$ cat src/rtl/sorted_event_table_defines.svh
// assertion macros for the sorted event table
`ifndef SORTED_EVENT_TABLE_DEFINES_SVH
`define SORTED_EVENT_TABLE_DEFINES_SVH
`ifndef SYNTHESIS
`define SEVT_ASSERT_IMP(lbl, ante, cons) \
   lbl: assert property (@(posedge clock) disable iff (reset) (ante) |-> (cons)) \
      else $error("sorted_event_table check failed");
`define SEVT_ASSERT_NXT(lbl, ante, cons) \
   lbl: assert property (@(posedge clock) disable iff (reset) (ante) |=> (cons)) \
      else $error("sorted_event_table check failed");
`else
`define SEVT_ASSERT_IMP(lbl, ante, cons)
`define SEVT_ASSERT_NXT(lbl, ante, cons)
`endif
`endif

$ cat src/rtl/sevt_pkg.sv
package sevt_pkg;

   typedef struct packed {
      logic [11:0] year;
      logic [3:0]  month;
      logic [4:0]  day;
      logic [4:0]  sh;
      logic [5:0]  sm;
      logic [4:0]  eh;
      logic [5:0]  em;
   } entry_type;

   typedef enum logic [1:0] {
      CMD_INSERT = 2'd0,
      CMD_REMOVE = 2'd1,
      CMD_QUERY  = 2'd2,
      CMD_BAD    = 2'd3
   } cmd_type;

   typedef enum logic [2:0] {
      ST_OK        = 3'd0,
      ST_INVALID   = 3'd1,
      ST_NOT_FOUND = 3'd2,
      ST_EMPTY     = 3'd3,
      ST_CONFLICT  = 3'd4,
      ST_FULL      = 3'd5
   } status_type;

   typedef struct packed {
      logic date_ok;
      logic start_ok;
      logic end_ok;
      logic key_gt;
      logic same_date;
      logic exact;
      logic prev_overlap;
      logic next_overlap;
   } cmp_type;

   localparam logic [11:0] YEAR_MIN = 12'd2025;
   localparam logic [11:0] YEAR_MAX = 12'd2100;
   localparam logic [3:0]  MONTH_MAX = 4'd12;
   localparam logic [4:0]  HOUR_MAX = 5'd23;
   localparam logic [5:0]  MINUTE_MAX = 6'd59;

   function automatic logic [4:0] month_days(input logic [3:0] month);
      logic [4:0] d;
      case (month)
         4'd2: d = 5'd28;
         4'd4, 4'd6, 4'd9, 4'd11: d = 5'd30;
         default: d = 5'd31;
      endcase
      return d;
   endfunction

endpackage

$ cat src/rtl/sorted_event_table.sv
// channel   direction  transfer when
// req_*     in         req_valid & req_ready
// rsp_*     out        rsp_valid & rsp_ready
//
// one command at a time through one compare unit and one ram read port
// busy after the transfer until the command is done; each ram read takes an address
// step (SCAN_RD or SHIFT_RD) and then a registered data step (SCAN_EV or SHIFT_EV)
// a query emits one transfer per match, or one not-found transfer when none match;
// the scan waits while the output register is full
// the output register lets a new command in while the last result waits
// reset empties the table at once
module sorted_event_table #(
   parameter int TABLE_DEPTH = 16
) (
   input  logic        clock,
   input  logic        reset,
   input  logic        req_valid,
   output logic        req_ready,
   input  logic [1:0]  req_cmd,
   input  logic [11:0] req_year,
   input  logic [3:0]  req_month,
   input  logic [4:0]  req_day,
   input  logic [4:0]  req_start_hour,
   input  logic [5:0]  req_start_minute,
   input  logic [4:0]  req_end_hour,
   input  logic [5:0]  req_end_minute,
   output logic        rsp_valid,
   input  logic        rsp_ready,
   output logic [2:0]  rsp_status,
   output logic [4:0]  rsp_position,
   output logic [11:0] rsp_found_year,
   output logic [3:0]  rsp_found_month,
   output logic [4:0]  rsp_found_day,
   output logic [4:0]  rsp_found_start_hour,
   output logic [5:0]  rsp_found_start_minute,
   output logic [4:0]  rsp_found_end_hour,
   output logic [5:0]  rsp_found_end_minute,
   output logic        rsp_last
);

`include "sorted_event_table_defines.svh"

   localparam int AW = (TABLE_DEPTH > 1) ? $clog2(TABLE_DEPTH) : 1;
   localparam int CW = $clog2(TABLE_DEPTH + 1);
   localparam logic [CW-1:0] DEPTH_C = CW'(TABLE_DEPTH);
   localparam int EW = $bits(sevt_pkg::entry_type);

   typedef enum logic [6:0] {
      S_IDLE     = 7'b0000001,
      S_CHECK    = 7'b0000010,
      S_SCAN_RD  = 7'b0000100,
      S_SCAN_EV  = 7'b0001000,
      S_SHIFT_RD = 7'b0010000,
      S_SHIFT_EV = 7'b0100000,
      S_RESP     = 7'b1000000
   } state_type;

   typedef struct packed {
      sevt_pkg::status_type status;
      logic [CW-1:0]        pos;
      sevt_pkg::entry_type  ent;
      logic                 last;
   } res_type;

   function automatic res_type err_res(input sevt_pkg::status_type s);
      res_type r;
      r.status = s;
      r.pos = '0;
      r.ent = '0;
      r.last = 1'b1;
      return r;
   endfunction

   state_type state_ff, state_in, ret_ff, ret_in;
   logic [CW-1:0] cnt_ff, cnt_in, idx_ff, idx_in, j_ff, j_in, pos_ff, pos_in;
   logic [CW-1:0] pend_idx_ff, pend_idx_in;
   sevt_pkg::cmd_type cmd_ff, cmd_in;
   sevt_pkg::entry_type rq_ff, rq_in, pend_ent_ff, pend_ent_in;
   logic prev_conf_ff, prev_conf_in, pend_vld_ff, pend_vld_in;
   res_type res_ff, res_in, out_ff, out_in;
   logic rsp_valid_ff, rsp_valid_in;

   logic ram_we;
   logic [AW-1:0] ram_waddr, ram_raddr;
   logic [EW-1:0] ram_wdata, ram_rdata;
   sevt_pkg::entry_type st_ent;
   sevt_pkg::cmp_type c;
   logic [CW+4:0] pos_wide;

   assign st_ent = sevt_pkg::entry_type'(ram_rdata);

   sevt_ram #(.WIDTH(EW), .DEPTH(TABLE_DEPTH)) u_ram (
      .clock (clock),
      .we    (ram_we),
      .waddr (ram_waddr),
      .wdata (ram_wdata),
      .raddr (ram_raddr),
      .rdata (ram_rdata)
   );

   sevt_cmp u_cmp (
      .rq  (rq_ff),
      .st  (st_ent),
      .res (c)
   );

   always_comb begin
      state_in = state_ff;
      ret_in = ret_ff;
      cnt_in = cnt_ff;
      idx_in = idx_ff;
      j_in = j_ff;
      pos_in = pos_ff;
      pend_idx_in = pend_idx_ff;
      pend_ent_in = pend_ent_ff;
      pend_vld_in = pend_vld_ff;
      prev_conf_in = prev_conf_ff;
      cmd_in = cmd_ff;
      rq_in = rq_ff;
      res_in = res_ff;
      out_in = out_ff;
      rsp_valid_in = rsp_valid_ff && !rsp_ready;
      ram_we = 1'b0;
      ram_waddr = j_ff[AW-1:0];
      ram_wdata = ram_rdata;
      ram_raddr = idx_ff[AW-1:0];

      case (state_ff)
         S_IDLE: begin
            if (req_valid) begin
               cmd_in = sevt_pkg::cmd_type'(req_cmd);
               rq_in.year = req_year;
               rq_in.month = req_month;
               rq_in.day = req_day;
               rq_in.sh = req_start_hour;
               rq_in.sm = req_start_minute;
               rq_in.eh = req_end_hour;
               rq_in.em = req_end_minute;
               state_in = S_CHECK;
            end
         end
         S_CHECK: begin
            idx_in = '0;
            prev_conf_in = 1'b0;
            pend_vld_in = 1'b0;
            ret_in = S_IDLE;
            state_in = S_SCAN_RD;
            case (cmd_ff)
               sevt_pkg::CMD_INSERT: begin
                  if (!(c.date_ok && c.start_ok && c.end_ok)) begin
                     res_in = err_res(sevt_pkg::ST_INVALID);
                     state_in = S_RESP;
                  end
               end
               sevt_pkg::CMD_REMOVE, sevt_pkg::CMD_QUERY: begin
                  if (cnt_ff == '0) begin
                     res_in = err_res(sevt_pkg::ST_EMPTY);
                     state_in = S_RESP;
                  end else if (!c.date_ok ||
                               (cmd_ff == sevt_pkg::CMD_REMOVE && !c.start_ok)) begin
                     res_in = err_res(sevt_pkg::ST_INVALID);
                     state_in = S_RESP;
                  end
               end
               default: begin
                  res_in = err_res(sevt_pkg::ST_INVALID);
                  state_in = S_RESP;
               end
            endcase
         end
         S_SCAN_RD: begin
            if (idx_ff == cnt_ff) begin
               ret_in = S_IDLE;
               state_in = S_RESP;
               case (cmd_ff)
                  sevt_pkg::CMD_INSERT: begin
                     if (prev_conf_ff) begin
                        res_in = err_res(sevt_pkg::ST_CONFLICT);
                     end else if (cnt_ff == DEPTH_C) begin
                        res_in = err_res(sevt_pkg::ST_FULL);
                     end else begin
                        pos_in = idx_ff;
                        j_in = cnt_ff;
                        state_in = S_SHIFT_RD;
                     end
                  end
                  sevt_pkg::CMD_QUERY: begin
                     if (pend_vld_ff) begin
                        res_in.status = sevt_pkg::ST_OK;
                        res_in.pos = pend_idx_ff;
                        res_in.ent = pend_ent_ff;
                        res_in.last = 1'b1;
                     end else begin
                        res_in = err_res(sevt_pkg::ST_NOT_FOUND);
                     end
                  end
                  default: begin
                     res_in = err_res(sevt_pkg::ST_NOT_FOUND);
                  end
               endcase
            end else begin
               state_in = S_SCAN_EV;
            end
         end
         S_SCAN_EV: begin
            idx_in = idx_ff + CW'(1);
            state_in = S_SCAN_RD;
            case (cmd_ff)
               sevt_pkg::CMD_INSERT: begin
                  if (c.key_gt) begin
                     ret_in = S_IDLE;
                     if (prev_conf_ff || c.next_overlap) begin
                        res_in = err_res(sevt_pkg::ST_CONFLICT);
                        state_in = S_RESP;
                     end else if (cnt_ff == DEPTH_C) begin
                        res_in = err_res(sevt_pkg::ST_FULL);
                        state_in = S_RESP;
                     end else begin
                        pos_in = idx_ff;
                        j_in = cnt_ff;
                        state_in = S_SHIFT_RD;
                     end
                  end else begin
                     prev_conf_in = c.prev_overlap;
                  end
               end
               sevt_pkg::CMD_REMOVE: begin
                  if (c.exact) begin
                     pos_in = idx_ff;
                     j_in = idx_ff;
                     state_in = S_SHIFT_RD;
                  end
               end
               default: begin
                  if (c.same_date) begin
                     pend_vld_in = 1'b1;
                     pend_idx_in = idx_ff;
                     pend_ent_in = st_ent;
                     if (pend_vld_ff) begin
                        res_in.status = sevt_pkg::ST_OK;
                        res_in.pos = pend_idx_ff;
                        res_in.ent = pend_ent_ff;
                        res_in.last = 1'b0;
                        ret_in = S_SCAN_RD;
                        state_in = S_RESP;
                     end
                  end
               end
            endcase
         end
         S_SHIFT_RD: begin
            if (cmd_ff == sevt_pkg::CMD_INSERT) begin
               ram_raddr = AW'(j_ff - CW'(1));
               if (j_ff == pos_ff) begin
                  ram_we = 1'b1;
                  ram_waddr = pos_ff[AW-1:0];
                  ram_wdata = rq_ff;
                  cnt_in = cnt_ff + CW'(1);
                  res_in = err_res(sevt_pkg::ST_OK);
                  res_in.pos = pos_ff;
                  ret_in = S_IDLE;
                  state_in = S_RESP;
               end else begin
                  state_in = S_SHIFT_EV;
               end
            end else begin
               ram_raddr = AW'(j_ff + CW'(1));
               if (j_ff + CW'(1) == cnt_ff) begin
                  cnt_in = cnt_ff - CW'(1);
                  res_in = err_res(sevt_pkg::ST_OK);
                  res_in.pos = pos_ff;
                  ret_in = S_IDLE;
                  state_in = S_RESP;
               end else begin
                  state_in = S_SHIFT_EV;
               end
            end
         end
         S_SHIFT_EV: begin
            ram_we = 1'b1;
            state_in = S_SHIFT_RD;
            if (cmd_ff == sevt_pkg::CMD_INSERT) begin
               j_in = j_ff - CW'(1);
            end else begin
               j_in = j_ff + CW'(1);
            end
         end
         S_RESP: begin
            if (!rsp_valid_ff || rsp_ready) begin
               out_in = res_ff;
               rsp_valid_in = 1'b1;
               state_in = ret_ff;
            end
         end
         default: begin
            state_in = S_IDLE;
         end
      endcase
   end

   always_ff @(posedge clock) begin
      if (reset) begin
         state_ff <= S_IDLE;
         cnt_ff <= '0;
         rsp_valid_ff <= 1'b0;
      end else begin
         state_ff <= state_in;
         cnt_ff <= cnt_in;
         rsp_valid_ff <= rsp_valid_in;
      end
      ret_ff <= ret_in;
      idx_ff <= idx_in;
      j_ff <= j_in;
      pos_ff <= pos_in;
      pend_idx_ff <= pend_idx_in;
      pend_ent_ff <= pend_ent_in;
      pend_vld_ff <= pend_vld_in;
      prev_conf_ff <= prev_conf_in;
      cmd_ff <= cmd_in;
      rq_ff <= rq_in;
      res_ff <= res_in;
      out_ff <= out_in;
   end

   assign pos_wide = {5'd0, out_ff.pos};

   assign req_ready = (state_ff == S_IDLE);
   assign rsp_valid = rsp_valid_ff;
   assign rsp_status = out_ff.status;
   assign rsp_position = pos_wide[4:0];
   assign rsp_found_year = out_ff.ent.year;
   assign rsp_found_month = out_ff.ent.month;
   assign rsp_found_day = out_ff.ent.day;
   assign rsp_found_start_hour = out_ff.ent.sh;
   assign rsp_found_start_minute = out_ff.ent.sm;
   assign rsp_found_end_hour = out_ff.ent.eh;
   assign rsp_found_end_minute = out_ff.ent.em;
   assign rsp_last = out_ff.last;

   `SEVT_ASSERT_IMP(a_cnt_bound, 1'b1, cnt_ff <= DEPTH_C)
   `SEVT_ASSERT_NXT(a_accept_check, req_valid && req_ready, state_ff == S_CHECK)
   `SEVT_ASSERT_IMP(a_we_shift, ram_we, state_ff == S_SHIFT_RD || state_ff == S_SHIFT_EV)
   `SEVT_ASSERT_IMP(a_scan_idx, state_ff == S_SCAN_RD || state_ff == S_SCAN_EV, idx_ff <= cnt_ff)

endmodule

$ cat src/rtl/sevt_ram.sv
module sevt_ram #(
   parameter int WIDTH = 43,
   parameter int DEPTH = 16,
   localparam int AW = (DEPTH > 1) ? $clog2(DEPTH) : 1
) (
   input  logic             clock,
   input  logic             we,
   input  logic [AW-1:0]    waddr,
   input  logic [WIDTH-1:0] wdata,
   input  logic [AW-1:0]    raddr,
   output logic [WIDTH-1:0] rdata
);

   logic [WIDTH-1:0] mem [DEPTH];
   logic [WIDTH-1:0] rdata_ff;

   always_ff @(posedge clock) begin
      if (we) begin
         mem[waddr] <= wdata;
      end
      rdata_ff <= mem[raddr];
   end

   assign rdata = rdata_ff;

endmodule

$ cat src/rtl/sevt_cmp.sv
module sevt_cmp (
   input  sevt_pkg::entry_type rq,
   input  sevt_pkg::entry_type st,
   output sevt_pkg::cmp_type   res
);

   always_comb begin
      res.date_ok = (rq.year >= sevt_pkg::YEAR_MIN) && (rq.year <= sevt_pkg::YEAR_MAX) &&
                    (rq.month != 4'd0) && (rq.month <= sevt_pkg::MONTH_MAX) &&
                    (rq.day != 5'd0) && (rq.day <= sevt_pkg::month_days(rq.month));
      res.start_ok = (rq.sh <= sevt_pkg::HOUR_MAX) && (rq.sm <= sevt_pkg::MINUTE_MAX);
      res.end_ok = (rq.eh <= sevt_pkg::HOUR_MAX) && (rq.em <= sevt_pkg::MINUTE_MAX) &&
                   ({rq.eh, rq.em} >= {rq.sh, rq.sm});
      res.key_gt = {st.year, st.month, st.day, st.sh, st.sm} >
                   {rq.year, rq.month, rq.day, rq.sh, rq.sm};
      res.same_date = (st.year == rq.year) && (st.month == rq.month) && (st.day == rq.day);
      res.exact = res.same_date && (st.sh == rq.sh) && (st.sm == rq.sm);
      res.prev_overlap = res.same_date && ({st.eh, st.em} > {rq.sh, rq.sm});
      res.next_overlap = res.same_date && ({rq.eh, rq.em} > {st.sh, st.sm});
   end

endmodule
$ cat config.mk
export PLATFORM = sky130hd
export DESIGN_NAME = sorted_event_table
export DESIGN_NICKNAME = d
export VERILOG_FILES = /design/src/rtl/sevt_pkg.sv /design/src/rtl/sorted_event_table.sv /design/src/rtl/sevt_ram.sv /design/src/rtl/sevt_cmp.sv
export VERILOG_INCLUDE_DIRS = /design/src /design/src/rtl
export SDC_FILE = /design/constraint.sdc
export NUM_CORES = 1
export LEC_CHECK = 0
export BUFFER_PORTS_ARGS = -buffer_cell sky130_fd_sc_hd__buf_2
export CAP_MARGIN = 20
export CORE_AREA = 2 2 236 331
export DETAILED_ROUTE_END_ITERATION = 8
export DIE_AREA = 0 0 238 333
export GPL_TIMING_DRIVEN = 0
export PLACE_DENSITY = 0.68
export SETUP_SLACK_MARGIN = 0.05
export SYNTH_ARGS = -nofsm -noshare
export SYNTH_HDL_FRONTEND = slang
export SYNTH_SLANG_ARGS = --single-unit
$ cat constraint.sdc
create_clock -name clock -period 5.55 [get_ports clock]
set_input_delay 1.3875 -clock clock [delete_from_list [all_inputs] [get_ports clock]]
set_output_delay 1.3875 -clock clock [all_outputs]
set_load 0.03 [all_outputs]
==> metrics.yaml <==
outcome: "finished, final reports clean"
finalCritPeriodShare: 0.861
setup_viol: 0
ys.flop_type: "edfxtp_1"
rsz0062_at_grt: "no"
num_rows: 120
slew_violations: 0
place_area_sq_mm: 0.0405
clk_latency_ns: 0.67
synth-seq-cells: 960
drt_iter0_drc: 2508
vdd_drop_max_mv: 0.234
cts_buffers: 91
finalInstanceArea_sq_mm: 0.0437
final_hold_viol_count: 0
cts_resized: 0
worstReg2RegStart: "j_ff[0]$_DFFE_PP_"
start_util: 0.495
hp-class: "reg -> reg"
crit_required_ns: 6.09
first_pass_iters: 5
r2r_slack_ns: 0.77
period_needed_ns: 4.78
dp_hpwl_mm: 64.7
fp.dieH_um: 333
cp_max_fo: 10
synth_cells: 1962
p_leak_nw: 14.7
drc: 0
grt_max_degree: 41
syn-num-nets: 2089
holdBufCountCts: 0
fin_nets: 2341
rr_endpoint: "u_ram.rdata[4]$_DFF_P_"
synth_edf_count: 904
grt_pass1_wl_mm: 138
finalSetupTns_ns: 0
synth-async-reset-ratio: 0
p_per_area_mw_per_mm2: 339
numClockSinks: 960
die-width_um: 238
wl_per_cell_um: 29.2
via_per_inst: 6.24
rr_worst_depth: 12
grtUsageTotal: 0.244
preCtsSetupSlack_ns: 0.803
cts_tree: "built"
yosys.cell_types.count: 75
final_cells: 3269
synth_area_sq_mm: 0.0377
post-cts-setup-buffers: 0
tightest_slew_ns: 1.16
dieArea_sq_mm: 0.0793
cts.clk_slew.worst_paths_ns: 0.06
drive_gt1_frac: 0.244
clockBufferDepth: 3
path_class: "reg -> reg"
vias: 20400
wl_mm: 95.6
end_kind: "flop"
crit_start: "j_ff[0]$_DFFE_PP_"
ys_seq_area_frac: 0.749
layout_commonest_cell: "edfxtp_1"
relSlewSlack: 0.220
worst_slack_ns: 0.770
final_cell_mix: "edfxtp_1, mux4_2, buf_2, clkbuf_16, nand2_1"
fin_total_pwr_mw: 14.8
antenna_found_initial: 0
h-tree-depth: 3
io_pins: 103
skew_ns: 0.0346
fmax_mhz: 209
gr-total-overflow: 0
start_kind: "flop"
ant_nets: 0
placed_cells: 3097
yosysWarnings: 0
grt_pass1_vias: 20500
globalplace.congestion: 0.934
endpoint: "u_ram.rdata[4]$_DFF_P_"
port_buffers: 102
root_buffer: "clkbuf_16"
cap_viol_max_count: 0
area_growth_pct: 15.7
coreArea_sq_mm: 0.0763
crit_arrival_ns: 5.32
syn_area_per_cell_sq_um: 19.2
==> state kept, by name, indices dropped and copies added, names as in the netlist, 6 cells and up <==
name	count
rsp_found_start_minute	6
res_ff	52
pend_ent_ff	43
rq_ff	43
state_ff	7
u_ram.rdata	43
rsp_found_year	12
rsp_found_end_minute	6
u_ram.mem	688
==> critical path: stages, from the launching register on <==
cell,delay [ns]
edfxtp_1,0.35
clkbuf_1,0.33
clkbuf_1,0.51
inv_1,0.13
ha_1,0.36
xor2_1,0.18
mux2i_2,0.62
buf_6,0.25
buf_2,0.34
buf_1,0.73
mux4_2,0.42
a22oi_1,0.32
nand2_1,0.09
==> logic make-up after synthesis <==
logic type      after synthesis  synth area share
flops                       960             0.749
compound gates              280            0.0536
simple gates                254            0.0331
mux                         215             0.115
buf+inv                     149            0.0167
fa+ha+maj                    78            0.0261
xor+xnor                     26           0.00604
==> cells in the mapped netlist, types with 7 or more instances <==
| cell type | number | share of area |
|---|---|---|
| a22o_1 | 48 | 0.011 |
| nand3_1 | 19 | 0.0025 |
| o21ai_0 | 17 | 0.0023 |
| mux4_2 | 172 | 0.10 |
| edfxtp_1 | 904 | 0.72 |
| nor3_1 | 17 | 0.0023 |
| mux2_1 | 13 | 0.0039 |
| nand4_1 | 11 | 0.0018 |
| nor2_1 | 57 | 0.0057 |
| xor2_1 | 7 | 0.0016 |
| buf_4 | 8 | 0.0016 |
| o21ai_1 | 15 | 0.0020 |
| buf_1 | 11 | 0.0011 |
| a21o_1 | 17 | 0.0034 |
| xnor2_1 | 19 | 0.0044 |
| or3_1 | 8 | 0.0013 |
| clkbuf_1 | 50 | 0.0050 |
| dfxtp_1 | 56 | 0.030 |
| a22oi_1 | 86 | 0.017 |
| buf_2 | 16 | 0.0021 |
| mux2_2 | 24 | 0.0072 |
| nand2_1 | 93 | 0.0093 |
| a21oi_1 | 38 | 0.0050 |
| ha_1 | 77 | 0.026 |
| inv_1 | 57 | 0.0057 |
==> through the flow <==
step	util	hold WS [ns]
after CTS	0.573	0.451
after global placement	0.517	0.440
after detailed placement	0.531	0.434
final	0.573	0.448
after floorplan	-	0.421
after global routing	0.573	0.467
==> how the worst min path moves through the flow <==
| stage | startpoint | endpoint | slack [ns] | cells after the start |
|---|---|---|---|---|
| finish | res_ff[44]$_DFFE_PP_ | rsp_position[0]$_DFFE_PP_ | 0.45 | 0 |
| CTS | res_ff[44]$_DFFE_PP_ | rsp_position[0]$_DFFE_PP_ | 0.45 | 0 |
| detailed placement | res_ff[24]$_DFFE_PP_ | rsp_found_day[1]$_DFFE_PP_ | 0.43 | 0 |
| global route | res_ff[44]$_DFFE_PP_ | rsp_position[0]$_DFFE_PP_ | 0.47 | 0 |
| floorplan | res_ff[49]$_DFFE_PP_ | rsp_status[0]$_DFFE_PP_ | 0.42 | 0 |
| global placement | res_ff[29]$_DFFE_PP_ | rsp_found_month[1]$_DFFE_PP_ | 0.44 | 0 |
==> report_power, final <==
part	switching [mW]	total, mW	internal, mW	leakage [nW]
logic	0.205	0.327	0.122	4.49
registers	0.0575	7.94	7.89	8.63
clock network	2.67	6.51	3.84	1.57
total	2.93	14.8	11.9	14.7
==> layer usage <==
layer,part of all wire,routed length [um],global-route usage,vias to the layer above
met5,0,0,0,-
met4,0.039,3690,0.0920,0
met3,0.073,6950,0.0352,212
met2,0.51,48800,0.423,1077
met1,0.38,36200,0.312,10600
li1,-,-,-,8550
==> cell type report <==
cell class,count,area (sq um)
fillers,5568,32600
flip-flops and latches,960,28300
multi-input cells,853,8960
clock buffers,120,2580
repair buffers,159,1420
well taps,976,1220
clock inverters,51,591
plain buffers,88,403
inverters,61,229
diodes,1,2.50
Power figures use the tool's default switching activity.
